<file path="config.mk">
export PLATFORM = sky130hd
export DESIGN_NAME = afv_queue
export DESIGN_NICKNAME = d
export VERILOG_FILES = /design/src/rtl/afv_pkg.sv /design/src/rtl/afv_queue.sv
export SDC_FILE = /design/constraint.sdc
export NUM_CORES = 1
export LEC_CHECK = 0
export ABC_AREA = 1
export BUFFER_PORTS_ARGS = -buffer_cell sky130_fd_sc_hd__clkbuf_2
export CAP_MARGIN = 20
export CORE_UTILIZATION = 30
export DETAILED_ROUTE_END_ITERATION = 16
export PLACE_DENSITY = 0.55
export SYNTH_ARGS = -nofsm -noshare
export SYNTH_HDL_FRONTEND = slang
export SYNTH_SLANG_ARGS = --single-unit
</file>
<file path="constraint.sdc">
create_clock -name clk -period 5.69 [get_ports clk]
set_input_delay 0 -clock clk [delete_from_list [all_inputs] [get_ports clk]]
set_output_delay 0 -clock clk [all_outputs]
set_load 0.01 [all_outputs]
</file>
<file path="src/rtl/afv_pkg.sv">
`default_nettype none
// ----------------------------------------------------------------------------
// afv_pkg
// Shared types, register map and constants of the fade / volume output core.
// ----------------------------------------------------------------------------
package afv_pkg;

	localparam int unsigned PADDR_W         = 5;
	localparam int unsigned AFV_QUEUE_DEPTH = 2;

	localparam logic [31:0] NONE_POS = 32'hFFFF_FFFF;

	// register indexes (byte address = 4 * index)
	localparam logic [2:0] REG_SONG_VOLUME   = 3'd0;
	localparam logic [2:0] REG_FADE_LENGTH   = 3'd1;
	localparam logic [2:0] REG_END_SILENCE   = 3'd2;
	localparam logic [2:0] REG_CHAN_INVERT   = 3'd3;
	localparam logic [2:0] REG_OUTPUT_FORMAT = 3'd4;
	localparam logic [2:0] REG_LOOP_LIMIT    = 3'd5;

	// reset values
	localparam logic [30:0] RST_SONG_VOLUME = 31'h0001_0000;
	localparam logic [1:0]  RST_FORMAT      = 2'd1;
	localparam logic [31:0] RST_LOOP_LIMIT  = 32'd2;

	// output formats
	localparam logic [1:0] FMT_U8  = 2'd0;
	localparam logic [1:0] FMT_S16 = 2'd1;
	localparam logic [1:0] FMT_S24 = 2'd2;
	localparam logic [1:0] FMT_S32 = 2'd3;

	typedef enum logic [2:0] {
		MODE_SAMPLE  = 3'd0,
		MODE_FADE    = 3'd1,
		MODE_LOOP    = 3'd2,
		MODE_END     = 3'd3,
		MODE_SEEK    = 3'd4,
		MODE_RESTART = 3'd5
	} mode_t;

	// how the back end gets its volume
	typedef enum logic [1:0] {
		VOL_FULL = 2'd0,
		VOL_ZERO = 2'd1,
		VOL_FADE = 2'd2
	} vsel_t;

	typedef struct packed {
		logic [30:0] song_volume;
		logic [31:0] fade_length;
		logic [31:0] end_silence_length;
		logic [1:0]  channel_invert;
		logic [1:0]  output_format;
		logic [31:0] loop_limit;
	} cfg_t;

	// one classified request handed from front to back
	typedef struct packed {
		logic        has_sample;
		vsel_t       vsel;
		logic [31:0] elapsed;
		logic [31:0] left;
		logic [31:0] right;
		logic        ended;
		logic        finished;
		logic        evt;
		logic        fading;
	} entry_t;

endpackage
`default_nettype wire

</file>
<file path="src/rtl/afv_queue.sv">
`default_nettype none
// ----------------------------------------------------------------------------
// afv_queue
// Small register queue between front and back ends (depth 2 or more).
// ----------------------------------------------------------------------------
module afv_queue #(
	parameter int unsigned DEPTH = afv_pkg::AFV_QUEUE_DEPTH
) (
	input  wire logic            clk,
	input  wire logic            arst_n,
	input  wire logic            push,
	input  wire afv_pkg::entry_t push_data,
	output logic                 full,
	input  wire logic            pop,
	output afv_pkg::entry_t      pop_data,
	output logic                 not_empty
);
	import afv_pkg::*;

	localparam int unsigned PTR_W = $clog2(DEPTH);
	localparam int unsigned CNT_W = $clog2(DEPTH + 1);

	entry_t             slot_q [DEPTH];
	logic [PTR_W-1:0]   wr_ptr_q, rd_ptr_q;
	logic [CNT_W-1:0]   count_q;

	assign full      = (count_q == CNT_W'(DEPTH));
	assign not_empty = (count_q != '0);
	assign pop_data  = slot_q[rd_ptr_q];

	always_ff @(posedge clk or negedge arst_n) begin
		if (!arst_n) begin
			wr_ptr_q <= '0;
			rd_ptr_q <= '0;
			count_q  <= '0;
		end else begin
			if (push) begin
				wr_ptr_q <= (wr_ptr_q == PTR_W'(DEPTH - 1)) ? '0 : wr_ptr_q + 1'b1;
			end
			if (pop) begin
				rd_ptr_q <= (rd_ptr_q == PTR_W'(DEPTH - 1)) ? '0 : rd_ptr_q + 1'b1;
			end
			if (push && !pop) begin
				count_q <= count_q + 1'b1;
			end else if (pop && !push) begin
				count_q <= count_q - 1'b1;
			end
		end
	end

	always_ff @(posedge clk) begin
		if (push) begin
			slot_q[wr_ptr_q] <= push_data;
		end
	end

`ifndef SYNTH
	a_no_overflow: assert property (@(posedge clk) disable iff (!arst_n) push |-> !full)
		else $error("queue push while full");
	a_no_underflow: assert property (@(posedge clk) disable iff (!arst_n) pop |-> not_empty)
		else $error("queue pop while empty");
`endif

endmodule
`default_nettype wire

</file>
==> results.toml <==
[placed_design]
place_area_sq_mm = 0.00929
dp_cells = 879
io_buffers = 211
post-dp-hpwl_um = 9730
place_congestion = 0.688

[global_routing]
grt_max_degree = 71
antenna_found_initial = 1
track_usage_pct = 11.1
grt_pass1_vias = 4614
grt_overflow_total = 0
grt_pass1_wl_um = 23300

[sta]
setup_viol = 0
maxClockFrequency_ghz = 0.398
fin_crit_ns = 2.51
period_share_pct = 44.2
tightest_slew_ns = 0.712
clock_skew_ns = 0.0136
slew_headroom_pct = 52.5
finalSetupTns_ns = 0
grt_setup_unrepaired = "no"
maxSlewViolCount = 0
hold_viol = 0

[layout]
drive_above_1_share_pct = 51.1
nNetsFinal = 790
design_area_sq_mm = 0.0112
instances_no_fill = 1030
areaGrowthSynthToFinish_pct = 41.4

[synth]
yosysWarnings = 0
synth.distinct_cells = 15
avgSynthCellArea_sq_um = 22.8
synth_mux_area_share_pct = 17.6
ys_seq_area_share_pct = 79.7
syn_inst = 346
synth_fa_ha_area_share_pct = 0.159
yosys.area_share.simple_pct = 0.523
synth_compound_area_share_pct = 0
synth_top_family_by_area = "multiplexers"
syn_area_sq_mm = 0.00789
syn_nets = 454
synth_seq_cells = 210
synth-xor-area-share_pct = 0.333

[cts]
clock_sinks = 210
cts_buffers = 23
insertion_delay_ns = 0.50
post_cts_buffers = 0
cts_tree = "yes"
clk_pin_slew_ns = 0.06
cts.path.max_buffers = 3
cts_root_buf = "clkbuf_16"
htree_levels = 1

[power]
power.share.clock_pct = 28.9
p_leak_nw = 4.45
powerDensity_mw_per_mm2 = 463
swShare_pct = 27.6
p_int_w = 0.00374
switching_power_w = 0.00143
p_comb_share_pct = 28.9
seqPwrFrac_pct = 42.1
power_w = 0.00517
max-vdd-ir-drop_v = 0.000246

[critical_path]
crit_top_cell = "buf_4"
slowest_stage = "buf_4"
cp.required_ns = 5.83
critical_path.max_stage_delay_ns = 0.61
worst_setup_path_end_kind = "flip-flop"
worstSetupPathType = "flip-flop to flip-flop"
arrival_ns = 2.65
reg2reg_from = "wr_ptr_q"
startpoint_type = "flip-flop"
worst-path-buf-inv = 2
crit_chain = "nor2_4, buf_4, buf_4"
path_max_fanout = 46
crit_family = "buffers and inverters"
worstSetupStartpoint = "wr_ptr_q"

[floorplan]
die-height_um = 164
die-area_sq_mm = 0.0270
placementRows = 58
start_util_pct = 31.0
die_w_um = 164
io_pins = 212
coreArea_sq_mm = 0.0255

[drt]
drc = 0
vias = 4315
ant_nets = 0
detail_route.wl_per_cell_um = 14.9
routed_wl_um = 15400
drt_iter0_markers = 185
viasPerCell = 4.19
drt_pass1_iterations = 4

[outcome]
status = "finished clean"

[flow_run]
drv_cap = 0

[hold_path]
min_from = "push_data[10]"
hp-class = "input pin to flip-flop"
-- power by group through the flow --
| stage | clock [W] | sequential [W] | combinational, W |
|---|---|---|---|
| after floorplan | 0 | 0.00217 | 0.00103 |
| after global placement | 0 | 0.00227 | 0.00138 |
| after detailed placement | 0 | 0.00228 | 0.00139 |
| after CTS | 0.00155 | 0.00225 | 0.00145 |
| after global routing | 0.00160 | 0.00220 | 0.00162 |
| final | 0.00150 | 0.00218 | 0.00150 |
-- cell type report --
cell class / count / area, sq um
fillers: 2251 / 14300
flip-flops and latches: 210 / 6290
repair buffers: 323 / 2180
multi-input cells: 117 / 1470
clock buffers: 28 / 594
well taps: 330 / 413
clock inverters: 14 / 174
inverters: 7 / 28.8
diodes: 1 / 2.50
-- kinds of logic (layout without fill, tap and decap cells) --
| family | Yosys count | after routing |
|---|---|---|
| buffers and inverters | 19 | 372 |
| AND/OR/NAND/NOR | 10 | 10 |
| XOR/XNOR | 3 | 3 |
| adder cells (fa/ha/maj) | 1 | 1 |
| flip-flops | 210 | 210 |
| other | 0 | 1 |
| multiplexers | 103 | 103 |
-- final timing paths --
kind | end | slack (ns) | cells past startpoint
max | slot_q[0][16] | 3.18 | 3
max in group asynchronous | rd_ptr_q | 5.09 | 3
min reg2reg | count_q[1] | 0.49 | 2
min | slot_q[1][10] | 0.22 | 2
max reg2reg | slot_q[0][16] | 3.18 | 3
min in group asynchronous | count_q[0] | 0.40 | 3
-- stage by stage --
stage	hold slack [ns]	utilization, %	worst slack [ns]
3_3_place_gp	-0.190	36.5	3.19
6_report	0.220	43.8	3.18
4_1_cts	0.190	43.7	2.64
2_1_floorplan	-0.296	-	0.424
3_5_place_dp	-0.187	36.5	3.08
5_1_grt	0.207	43.8	2.95
-- cell usage after synthesis, drive strengths merged --
master | instances | area share, %
nand2 | 6 | 0.29
buf | 12 | 1.4
nor2 | 2 | 0.095
xor2 | 2 | 0.22
inv | 7 | 0.33
mux2 | 103 | 18
xnor2 | 1 | 0.11
dfrtp | 4 | 1.3
nand4 | 1 | 0.079
edfxtp | 206 | 78
nand3 | 1 | 0.063
ha | 1 | 0.16
-- sequential cells by signal, summed over array words and instances, names as in the netlist --
register and cells:
count_q 2, slot_q 206, rd_ptr_q 1, wr_ptr_q 1
-- what timing repair did --
action                                 in CTS  in global routing
hold buffers                              107                  0
endpoints found under the hold margin     221                  0
resized for setup                           0                  0
-- cells in the final DEF (no fill, tap or decap) --
cell and instances:
buf_16 1, buf_4 4, bufinv_16 4, clkbuf_1 5, clkbuf_16 23, clkbuf_2 211
clkinv_1 2, clkinv_2 6, clkinvlp_4 1, dfrtp_1 3, dfrtp_4 1, diode_2 1
dlygate4sd3_1 107, edfxtp_1 206, ha_1 1, inv_1 6, inv_4 1, inv_6 1
mux2_2 43, mux2_4 60, nand2_1 6, nand3_1 1, nand4_1 1, nor2_1 1
nor2_4 1, xnor2_1 1, xor2_1 2
-- routing by layer --
metal  up-vias  track usage [%]  routed length [um]
met3        25             3.48                1120
met2       139             19.7                7670
met1      2112             12.7                6200
met4         0             3.28                 378
met5         -                0                   0
li1       2039                -                   -
Power figures use the tool's default switching activity.
