### config.mk
export PLATFORM = sky130hd
export DESIGN_NAME = afv_front
export DESIGN_NICKNAME = d
export VERILOG_FILES = /design/src/rtl/afv_pkg.sv /design/src/rtl/afv_front.sv
export SDC_FILE = /design/constraint.sdc
export NUM_CORES = 1
export LEC_CHECK = 0
export BUFFER_PORTS_ARGS = -buffer_cell sky130_fd_sc_hd__buf_2
export CORE_ASPECT_RATIO = 0.75
export CORE_MARGIN = 4
export CORE_UTILIZATION = 39
export DETAILED_ROUTE_END_ITERATION = 7
export HOLD_SLACK_MARGIN = 0.08
export PLACE_DENSITY = 0.64
export SETUP_SLACK_MARGIN = 0.02
export SLEW_MARGIN = 20
export SYNTH_ARGS = -nofsm -noshare
export SYNTH_HDL_FRONTEND = slang
export SYNTH_SLANG_ARGS = --single-unit
### constraint.sdc
create_clock -name clk -period 6.7 [get_ports clk]
set_input_delay 0 -clock clk [delete_from_list [all_inputs] [get_ports clk]]
set_output_delay 0 -clock clk [all_outputs]
set_load 0.02 [all_outputs]
### src/rtl/afv_pkg.sv
`default_nettype none
// ----------------------------------------------------------------------------
// afv_pkg
// Shared types, register map and constants of the fade / volume output core.
// ----------------------------------------------------------------------------
package afv_pkg;

	localparam int unsigned PADDR_W         = 5;
	localparam int unsigned AFV_QUEUE_DEPTH = 2;

	localparam logic [31:0] NONE_POS = 32'hFFFF_FFFF;

	// register indexes (byte address = 4 * index)
	localparam logic [2:0] REG_SONG_VOLUME   = 3'd0;
	localparam logic [2:0] REG_FADE_LENGTH   = 3'd1;
	localparam logic [2:0] REG_END_SILENCE   = 3'd2;
	localparam logic [2:0] REG_CHAN_INVERT   = 3'd3;
	localparam logic [2:0] REG_OUTPUT_FORMAT = 3'd4;
	localparam logic [2:0] REG_LOOP_LIMIT    = 3'd5;

	// reset values
	localparam logic [30:0] RST_SONG_VOLUME = 31'h0001_0000;
	localparam logic [1:0]  RST_FORMAT      = 2'd1;
	localparam logic [31:0] RST_LOOP_LIMIT  = 32'd2;

	// output formats
	localparam logic [1:0] FMT_U8  = 2'd0;
	localparam logic [1:0] FMT_S16 = 2'd1;
	localparam logic [1:0] FMT_S24 = 2'd2;
	localparam logic [1:0] FMT_S32 = 2'd3;

	typedef enum logic [2:0] {
		MODE_SAMPLE  = 3'd0,
		MODE_FADE    = 3'd1,
		MODE_LOOP    = 3'd2,
		MODE_END     = 3'd3,
		MODE_SEEK    = 3'd4,
		MODE_RESTART = 3'd5
	} mode_t;

	// how the back end gets its volume
	typedef enum logic [1:0] {
		VOL_FULL = 2'd0,
		VOL_ZERO = 2'd1,
		VOL_FADE = 2'd2
	} vsel_t;

	typedef struct packed {
		logic [30:0] song_volume;
		logic [31:0] fade_length;
		logic [31:0] end_silence_length;
		logic [1:0]  channel_invert;
		logic [1:0]  output_format;
		logic [31:0] loop_limit;
	} cfg_t;

	// one classified request handed from front to back
	typedef struct packed {
		logic        has_sample;
		vsel_t       vsel;
		logic [31:0] elapsed;
		logic [31:0] left;
		logic [31:0] right;
		logic        ended;
		logic        finished;
		logic        evt;
		logic        fading;
	} entry_t;

endpackage
`default_nettype wire

### src/rtl/afv_front.sv
`default_nettype none
// ----------------------------------------------------------------------------
// afv_front
// Takes requests, keeps fade / silence positions and flags, classifies each
// request and pushes it into the queue toward the back end.
// ----------------------------------------------------------------------------
module afv_front (
	input  wire logic            clk,
	input  wire logic            arst_n,
	input  wire afv_pkg::cfg_t   cfg,
	input  wire logic            in_valid,
	output logic                 in_stall,
	input  wire logic [2:0]      mode,
	input  wire logic [31:0]     position,
	input  wire logic [31:0]     left_sample,
	input  wire logic [31:0]     right_sample,
	input  wire logic [31:0]     loop_number,
	output logic                 push,
	output afv_pkg::entry_t      push_data,
	input  wire logic            q_full
);
	import afv_pkg::*;

	logic        busy_q;
	mode_t       mode_q;
	logic [31:0] pos_q, loops_q, left_q, right_q;
	logic [31:0] fs_q, ss_q;
	logic        ended_q, fin_q;

	logic [31:0] fs_n, ss_n;
	logic        ended_n, fin_n, evt;
	logic        pos_none, fs_none, ss_none, in_fade, fade_over, set_ended, ss_take;
	logic        sil_old;
	logic [31:0] el, sil_el;
	vsel_t       vsel;

	assign in_stall = busy_q & q_full;
	assign push     = busy_q & ~q_full;

	assign pos_none  = (pos_q == NONE_POS);
	assign fs_none   = (fs_q == NONE_POS);
	assign ss_none   = (ss_q == NONE_POS);
	assign el        = pos_q - fs_q;
	assign sil_el    = pos_q - ss_q;
	assign in_fade   = ~fs_none & ~pos_none & (pos_q >= fs_q);
	assign fade_over = in_fade & (el >= cfg.fade_length);
	assign set_ended = fade_over & ~ended_q;
	// silence start taken at this very sample, so elapsed silence is zero
	assign ss_take   = set_ended & ss_none;
	assign sil_old   = ~ss_none & ~pos_none & (pos_q >= ss_q)
	                 & (sil_el >= cfg.end_silence_length);

	always_comb begin
		fs_n    = fs_q;
		ss_n    = ss_q;
		ended_n = ended_q;
		fin_n   = fin_q;
		evt     = 1'b0;
		vsel    = VOL_FULL;
		case (mode_q)
			MODE_SAMPLE: begin
				if (ss_take) begin
					ss_n = pos_q;
				end
				ended_n = ended_q | set_ended;
				evt     = ~fin_q & (ss_take ? (cfg.end_silence_length == 32'd0) : sil_old);
				fin_n   = fin_q | evt;
				if (!in_fade) begin
					vsel = VOL_FULL;
				end else if (fade_over) begin
					vsel = VOL_ZERO;
				end else begin
					vsel = VOL_FADE;
				end
			end
			MODE_FADE: begin
				if (fs_none) fs_n = pos_q;
			end
			MODE_LOOP: begin
				if (fs_none && cfg.loop_limit != 32'd0 && loops_q >= cfg.loop_limit) begin
					fs_n = pos_q;
				end
			end
			MODE_END: begin
				ended_n = 1'b1;
				ss_n    = pos_q;
			end
			MODE_SEEK: begin
				if (pos_q < fs_q) fs_n = NONE_POS;
				if (pos_q < ss_q) ss_n = NONE_POS;
				ended_n = 1'b0;
				fin_n   = 1'b0;
			end
			MODE_RESTART: begin
				fs_n    = NONE_POS;
				ss_n    = NONE_POS;
				ended_n = 1'b0;
				fin_n   = 1'b0;
			end
			default: begin
			end
		endcase
	end

	always_comb begin
		push_data.has_sample = (mode_q == MODE_SAMPLE) & ~evt;
		push_data.vsel       = vsel;
		push_data.elapsed    = el;
		push_data.left       = left_q;
		push_data.right      = right_q;
		push_data.ended      = ended_n;
		push_data.finished   = fin_n;
		push_data.evt        = evt;
		push_data.fading     = (fs_n != NONE_POS);
	end

	always_ff @(posedge clk or negedge arst_n) begin
		if (!arst_n) begin
			busy_q  <= 1'b0;
			fs_q    <= NONE_POS;
			ss_q    <= NONE_POS;
			ended_q <= 1'b0;
			fin_q   <= 1'b0;
		end else begin
			if (push) begin
				fs_q    <= fs_n;
				ss_q    <= ss_n;
				ended_q <= ended_n;
				fin_q   <= fin_n;
			end
			if (in_valid && !in_stall) begin
				busy_q <= 1'b1;
			end else if (push) begin
				busy_q <= 1'b0;
			end
		end
	end

	always_ff @(posedge clk) begin
		if (in_valid && !in_stall) begin
			mode_q  <= mode_t'(mode);
			pos_q   <= position;
			loops_q <= loop_number;
			left_q  <= left_sample;
			right_q <= right_sample;
		end
	end

endmodule
`default_nettype wire

==> impl_metrics.py, run 1 <==
metrics = {
    "outcome": {
        "status": "finished clean",
    },
    "global_routing": {
        "overflow": 0,
        "grt_max_degree": 104,
        "antenna_found_initial": 0,
        "grt_pass1_vias": 13700,
        "track_usage_pct": 25.5,
        "grt_pass1_wl_um": 79600,
    },
    "final_layout": {
        "num_antenna_cells": 0,
        "drive_gt1_share_pct": 25.4,
        "nets": 2413,
        "fin_area_mm2": 0.0187,
        "fill_cells": 3265,
        "syn_to_final_growth_pct": 30.5,
    },
    "critical_path": {
        "reg2reg_depth": 24,
        "arrival_ps": 6360,
        "critical_path.startpoint_type": "flip-flop",
        "crit_path_end_kind": "primary output",
        "critPathMaxFanout": 7,
        "path_class": "reg2out",
        "crit_required_ps": 6700,
    },
    "synthesis": {
        "ys_ff_latch": 198,
        "async_flop_share_pct": 33.8,
        "syn_inst": 1505,
        "seq_area_frac_synth_pct": 39.7,
        "synth-edff-count": 131,
        "synth_top_area_share_pct": 27.5,
        "synth_most_common_cell": "inv_1",
        "synth_xor_area_share_pct": 3.36,
        "synth_nets": 1933,
        "yosysWarnings": 0,
        "synth_top_family_by_area": "compound AO/OA/AOI/OAI gates",
        "synth_fa_ha_area_share_pct": 14.3,
        "synthSimpleGateAreaFrac_pct": 15.5,
        "synth_area_leader_cell": "edfxtp_1",
        "ys.flop_type": "edfxtp_1",
        "yosys-top-cells-count": "inv_1, ha_1, edfxtp_1, nor2_1, a21oi_1",
        "synth.mux.area_fraction_pct": 2.40,
        "synth.avg_cell_area_um2": 9.52,
        "syn_area_mm2": 0.0143,
        "synth.area.top_cells": "edfxtp_1, ha_1, dfstp_2, inv_1, a21oi_1",
        "synth-compound-area-share_pct": 18.7,
        "ys_types": 89,
    },
    "sta": {
        "setup_viol": 0,
        "period_minus_slack_ps": 6360,
        "skew_ps": 24.2,
        "period_share_pct": 94.9,
        "fin_tns_setup_ps": 0,
        "holdWs_ps": 172,
        "drv_slew": 0,
        "maxSlewHeadroom_pct": 21.9,
        "rsz0062_at_grt": "no",
        "hold_viol_final": 0,
        "max_freq_mhz": 157,
        "tightest_slew_ps": 1160,
    },
    "clocking": {
        "cts.path.max_buffers": 2,
        "cts_tree": "built",
        "path_clk_slew_ps": 90,
        "cts_sinks": 198,
        "htree_levels": 4,
        "cts_buffers": 17,
        "worstSkewPairLatency_ps": 470,
        "clock-root-buffer": "clkbuf_16",
    },
    "power_and_ir_drop": {
        "p_leak_nw": 8.55,
        "power_density_mw_per_mm2": 280,
        "peakVddDrop_mv": 0.189,
    },
    "drt": {
        "ant_nets": 0,
        "avgRoutedWirePerCell_um": 21.3,
        "drt_iter0_drc": 1429,
        "drt-pass1-iter-count": 5,
        "dr_total_vias": 13800,
        "drc": 0,
        "drt_wl_total_um": 52400,
        "viasPerCell": 5.61,
    },
    "placement": {
        "gp_congestion": 1.02,
        "placed_cell_area_mm2": 0.0166,
        "dpl.hpwl_um": 39800,
        "portBuffers": 335,
    },
    "min_path": {
        "hp-class": "in2reg",
        "hold_depth": 4,
    },
    "floorplan": {
        "core_mm2": 0.0360,
        "die_y_um": 174,
        "num_rows": 60,
        "start_util_pct": 39.8,
        "io_pins": 371,
        "die_area_mm2": 0.0399,
        "die_w_um": 229,
    },
    "job": {
        "cap_violations": 0,
    },
}
registers in the layout (all words and copies together), names as in the netlist:
| name | count |
|---|---|
| busy_q | 1 |
| ended_q | 1 |
| fin_q | 1 |
| fs_q | 32 |
| left_q | 32 |
| loops_q | 32 |
| mode_q | 3 |
| pos_q | 32 |
| right_q | 32 |
| ss_q | 32 |
cells by family (layout without fill, tap and decap cells):
kind of cell,after synthesis,count (layout)
AND/OR/NAND/NOR,434,434
adder cells (fa/ha/maj),162,162
AO/OA/AOI/OAI,405,405
flip-flops,198,198
XOR/XNOR,55,55
multiplexers,34,34
buffers and inverters,217,710
critical path, cell delays in order (launching register included):
cell      delay, ps
dfstp_2         580
inv_1           130
ha_2            340
a211oi_1        250
nand2_1         110
or4_1           410
a211o_1         300
a32oi_2         200
o21ai_0         170
o41ai_1         280
buf_4           190
o21ai_0          80
a21oi_1         180
xnor2_1         140
ha_1            340
nand4_1         100
nor2_1          150
nand3_1         180
o41ai_4         370
nor4_2          140
or3_1           440
nor3_1          240
nor2_1          100
o21ai_1         240
buf_2           220
layout by cell type, fill, tap and decap left out, types with 11 or more instances in the layout:
master and n:
o211ai_1 17, nand2_1 87, nand4_1 60, xnor2_1 42, nor2_1 111, xor2_1 13
clkbuf_16 17, dfstp_2 64, dlygate4sd3_1 134, edfxtp_1 131, buf_4 29, a211oi_1 13
a21o_1 40, mux2i_1 31, o21ai_0 84, or3_1 14, nor2b_1 11, nor4_1 30
inv_1 176, nand3_1 27, buf_2 335, nand2b_1 17, a31oi_1 21, ha_1 159
nor3_1 28, o21a_1 23, a21oi_1 103
per-stage QoR:
stage | total power, mW | utilization [%] | setup slack, ps | std cells
after floorplan | 3.28 | - | 1020 | 1505
after global placement | 3.96 | 46.1 | 470 | 2293
after detailed placement | 4.02 | 46.1 | 196 | 2293
after CTS | 5.22 | 51.6 | 36.2 | 2459
after global routing | 5.58 | 51.9 | 32.1 | 2463
final | 5.23 | 51.9 | 339 | 2463
worst paths after layout:
path	startpoint	to	slack, ps
max in group asynchronous	arst_n	busy_q$_DFFE_PN0P_	5720
min in group asynchronous	arst_n	fin_q$_DFFE_PN0P_	340
max	fs_q[12]$_DFFE_PN1P_	push_data[3]	340
min reg2reg	ss_q[8]$_DFFE_PN1P_	ss_q[8]$_DFFE_PN1P_	500
min	q_full	fs_q[10]$_DFFE_PN1P_	170
max reg2reg	fs_q[12]$_DFFE_PN1P_	ss_q[15]$_DFFE_PN1P_	510
area by class of cell:
class | instances | area [um^2] | share of cell area [%]
clock inverters | 15 | 218 | 1.16
well taps | 465 | 582 | 3.11
inverters | 177 | 664 | 3.55
clock buffers | 17 | 425 | 2.28
multi-input cells | 1090 | 7830 | 41.9
repair buffers | 501 | 3290 | 17.6
flip-flops and latches | 198 | 5690 | 30.4
routing by layer:
layer	routed length (um)	share of wire, %	vias up	GRT usage (%)
met5	105	0.20	-	1.80
met4	1590	3.0	2	7.86
met3	4830	9.2	83	6.95
met2	23100	44	637	39.4
met1	22800	44	6562	34.8
li1	-	-	6545	-
where the power goes:
part / internal [mW] / total [mW] / leakage [nW] / switching [mW]
Sequential: 1.52 / 1.66 / 1.96 / 0.138
Combinational: 1.00 / 2.45 / 6.29 / 1.44
Clock: 0.528 / 1.13 / 0.305 / 0.600
repair_timing:
item | CTS | global route
hold endpoints to repair | 135 | 0
hold buffers | 134 | 0
resized for setup | 0 | 8
setup buffers | 0 | 4
endpoints found under the setup margin | 0 | 38
Note: power is estimated with default switching activity, not from simulation.
==> run 2: changes to the inputs <==
--- a/config.mk
+++ b/config.mk
@@ -8,10 +8,10 @@
 export BUFFER_PORTS_ARGS = -buffer_cell sky130_fd_sc_hd__buf_2
 export CORE_ASPECT_RATIO = 0.75
 export CORE_MARGIN = 4
-export CORE_UTILIZATION = 39
+export CORE_UTILIZATION = 49
 export DETAILED_ROUTE_END_ITERATION = 7
 export HOLD_SLACK_MARGIN = 0.08
-export PLACE_DENSITY = 0.64
+export PLACE_DENSITY = 0.78
 export SETUP_SLACK_MARGIN = 0.02
 export SLEW_MARGIN = 20
 export SYNTH_ARGS = -nofsm -noshare
==> run 2 against run 1 <==
Compared with the run above:
- register-to-register slack worse by 60 ps
- sequential cell count stayed put
- die area fell by 20%
- utilization rose by 14 points
- largest power group unchanged
- critical endpoint is now push_data[1]
- routed wire length increased by 4.1%
==> impl_metrics.py, run 2 (synthesis gave the netlist of run 1 again) <==
metrics = {
    "final_layout": {
        "final_util_pct": 65.7,
        "final_common_cell": "buf_2",
        "nets": 2418,
        "fill_cells": 2248,
        "syn_to_final_growth_pct": 30.1,
        "drive_gt1_share_pct": 25.5,
        "final_cell_mix": "buf_2, inv_1, ha_1",
    },
    "sta": {
        "period_minus_slack_ps": 6320,
        "fin_tns_setup_ps": 0,
        "period_share_pct": 94.3,
        "hold_viol_final": 0,
        "rsz0062_at_grt": "no",
        "max_freq_mhz": 158,
        "holdWs_ps": 165,
        "drv_slew": 0,
        "tightest_slew_ps": 1030,
        "maxSlewHeadroom_pct": 29.7,
        "setup_viol": 0,
        "skew_ps": 19.7,
    },
    "drt": {
        "avgRoutedWirePerCell_um": 22.8,
        "drt-pass1-iter-count": 5,
        "drt_wl_total_um": 54600,
        "drc": 0,
        "drt_iter0_drc": 1514,
        "ant_nets": 0,
        "viasPerCell": 6.04,
        "dr_total_vias": 14400,
    },
    "min_path": {
        "hp-start": "q_full",
        "hold_depth": 4,
        "whs_endpoint": "fs_q[14]$_DFFE_PN1P_",
        "hp-class": "in2reg",
    },
    "global_routing": {
        "grt_util_met2_pct": 51.9,
        "use_met1_pct": 43.8,
        "met3_usage_pct": 9.50,
        "overflow": 0,
        "top_usage_layer": "met2",
        "track_usage_pct": 33.1,
        "grt_max_degree": 81,
        "antenna_found_initial": 2,
        "grt_pass1_wl_um": 81200,
        "grt_pass1_vias": 13900,
    },
    "critical_path": {
        "reg2reg_to": "ss_q[0]$_DFFE_PN1P_",
        "r2r_slack_ps": 450,
        "crit_required_ps": 6700,
        "critical-path-max-stage-delay_ps": 490,
        "crit_buf_inv": 3,
        "path_class": "reg2out",
        "crit_slowest_cell": "o31ai_1",
        "arrival_ps": 6320,
        "path_delay_family": "compound AO/OA/AOI/OAI gates",
        "crit_path_end_kind": "primary output",
        "critical_path.startpoint_type": "flip-flop",
        "timing.critical_path.depth": 25,
        "r2r_start": "pos_q[0]$_DFFE_PP_",
        "reg2reg_depth": 25,
        "critPathMaxFanout": 4,
    },
    "job": {
        "cap_violations": 0,
    },
    "outcome": {
        "status": "finished clean",
    },
    "floorplan": {
        "io_pins": 371,
        "core_mm2": 0.0284,
        "die_w_um": 205,
        "start_util_pct": 50.5,
        "die_area_mm2": 0.0321,
        "num_rows": 53,
        "die_y_um": 156,
    },
    "clocking": {
        "clock-root-buffer": "clkbuf_16",
        "cts_buffers": 17,
        "path_clk_slew_ps": 90,
        "cts.path.max_buffers": 2,
        "worstSkewPairLatency_ps": 470,
        "cts_sinks": 198,
        "cts_tree": "built",
        "htree_levels": 4,
    },
    "power_and_ir_drop": {
        "peakVddDrop_mv": 0.191,
        "p_leak_nw": 8.59,
        "power_density_mw_per_mm2": 285,
    },
    "placement": {
        "gp_congestion": 1.05,
        "dpl.hpwl_um": 39200,
        "portBuffers": 335,
    },
}
[run 2: changes by cell type in the layout (fill, tap and decap cells not counted), moves of 2 or more]
cell | previous run | this run
inv_16 | 0 | 3
inv_12 | 6 | 3
diode_2 | 0 | 2
o41ai_2 | 0 | 2
buf_4 | 29 | 34
[run 2: layer usage]
metal	share of wire [%]	vias up
met5	0.022	-
met4	4.1	2
met3	12	136
met2	45	927
met1	40	6820
li1	-	6555
[run 2: report_power, final]
| part | internal, mW | switching [mW] |
|---|---|---|
| clock | 0.537 | 0.639 |
| combinational | 1.01 | 1.47 |
| sequential | 1.52 | 0.142 |
| total | 3.06 | 2.25 |
[run 2: how the worst max path moves through the flow]
| stage | from | endpoint | slack (ps) |
|---|---|---|---|
| finish | pos_q[0]$_DFFE_PP_ | push_data[1] | 380 |
| CTS | fs_q[12]$_DFFE_PN1P_ | push_data[3] | 90 |
| detailed placement | fs_q[12]$_DFFE_PN1P_ | ss_q[16]$_DFFE_PN1P_ | 160 |
| global placement | fs_q[12]$_DFFE_PN1P_ | ss_q[14]$_DFFE_PN1P_ | 500 |
| global route | pos_q[0]$_DFFE_PP_ | push_data[3] | 40 |
| floorplan | fs_q[12]$_DFFE_PN1P_ | ss_q[10]$_DFFE_PN1P_ | 1020 |
[run 2: layout make-up]
cell class | count | area [um^2] | share of cell area (%)
multi-input combinational | 1090 | 7810 | 41.9
clock inverter | 15 | 233 | 1.25
clock buffer | 17 | 425 | 2.28
tap | 385 | 482 | 2.58
sequential | 198 | 5690 | 30.5
timing repair buffer | 506 | 3330 | 17.9
antenna | 2 | 5.00 | 0.0268
inverter | 177 | 664 | 3.56
[run 2: worst reg2reg max path, cell delays in order (launching register included)]
cell      delay [ps]
edfxtp_1         480
inv_1            190
ha_1             220
inv_1             60
fa_1             400
nand3_1          140
a21oi_1          100
o31ai_1          490
a31o_2           260
and2_1           220
nor3_1           100
o21bai_1         260
a21oi_1          110
a211oi_1         290
xnor2_1          140
ha_1             320
nand4_1           80
nor2_1           160
nand3_1          130
o41ai_2          360
nor4_2           160
or3_1            450
nor4_1           300
o311a_4          310
buf_12           130
mux2_2           320
[run 2: stage by stage]
stage / std cells / instance area (um^2) / setup WS, ps / power, mW
3_5_place_dp: 2219 / 16600 / 159 / 4.01
3_3_place_gp: 2219 / 16600 / 495 / 3.93
2_1_floorplan: 1505 / 14300 / 1020 / 3.28
5_1_grt: 2389 / 18600 / 35.4 / 5.62
4_1_cts: 2385 / 18600 / 91.8 / 5.24
6_report: 2390 / 18600 / 385 / 5.31
[run 2: timing repair]
| item | CTS | global route |
|---|---|---|
| gates resized for setup | 0 | 5 |
| setup buffers | 0 | 3 |
| hold buffers | 134 | 0 |
| hold endpoints to repair | 135 | 0 |
| endpoints found under the setup margin | 0 | 37 |
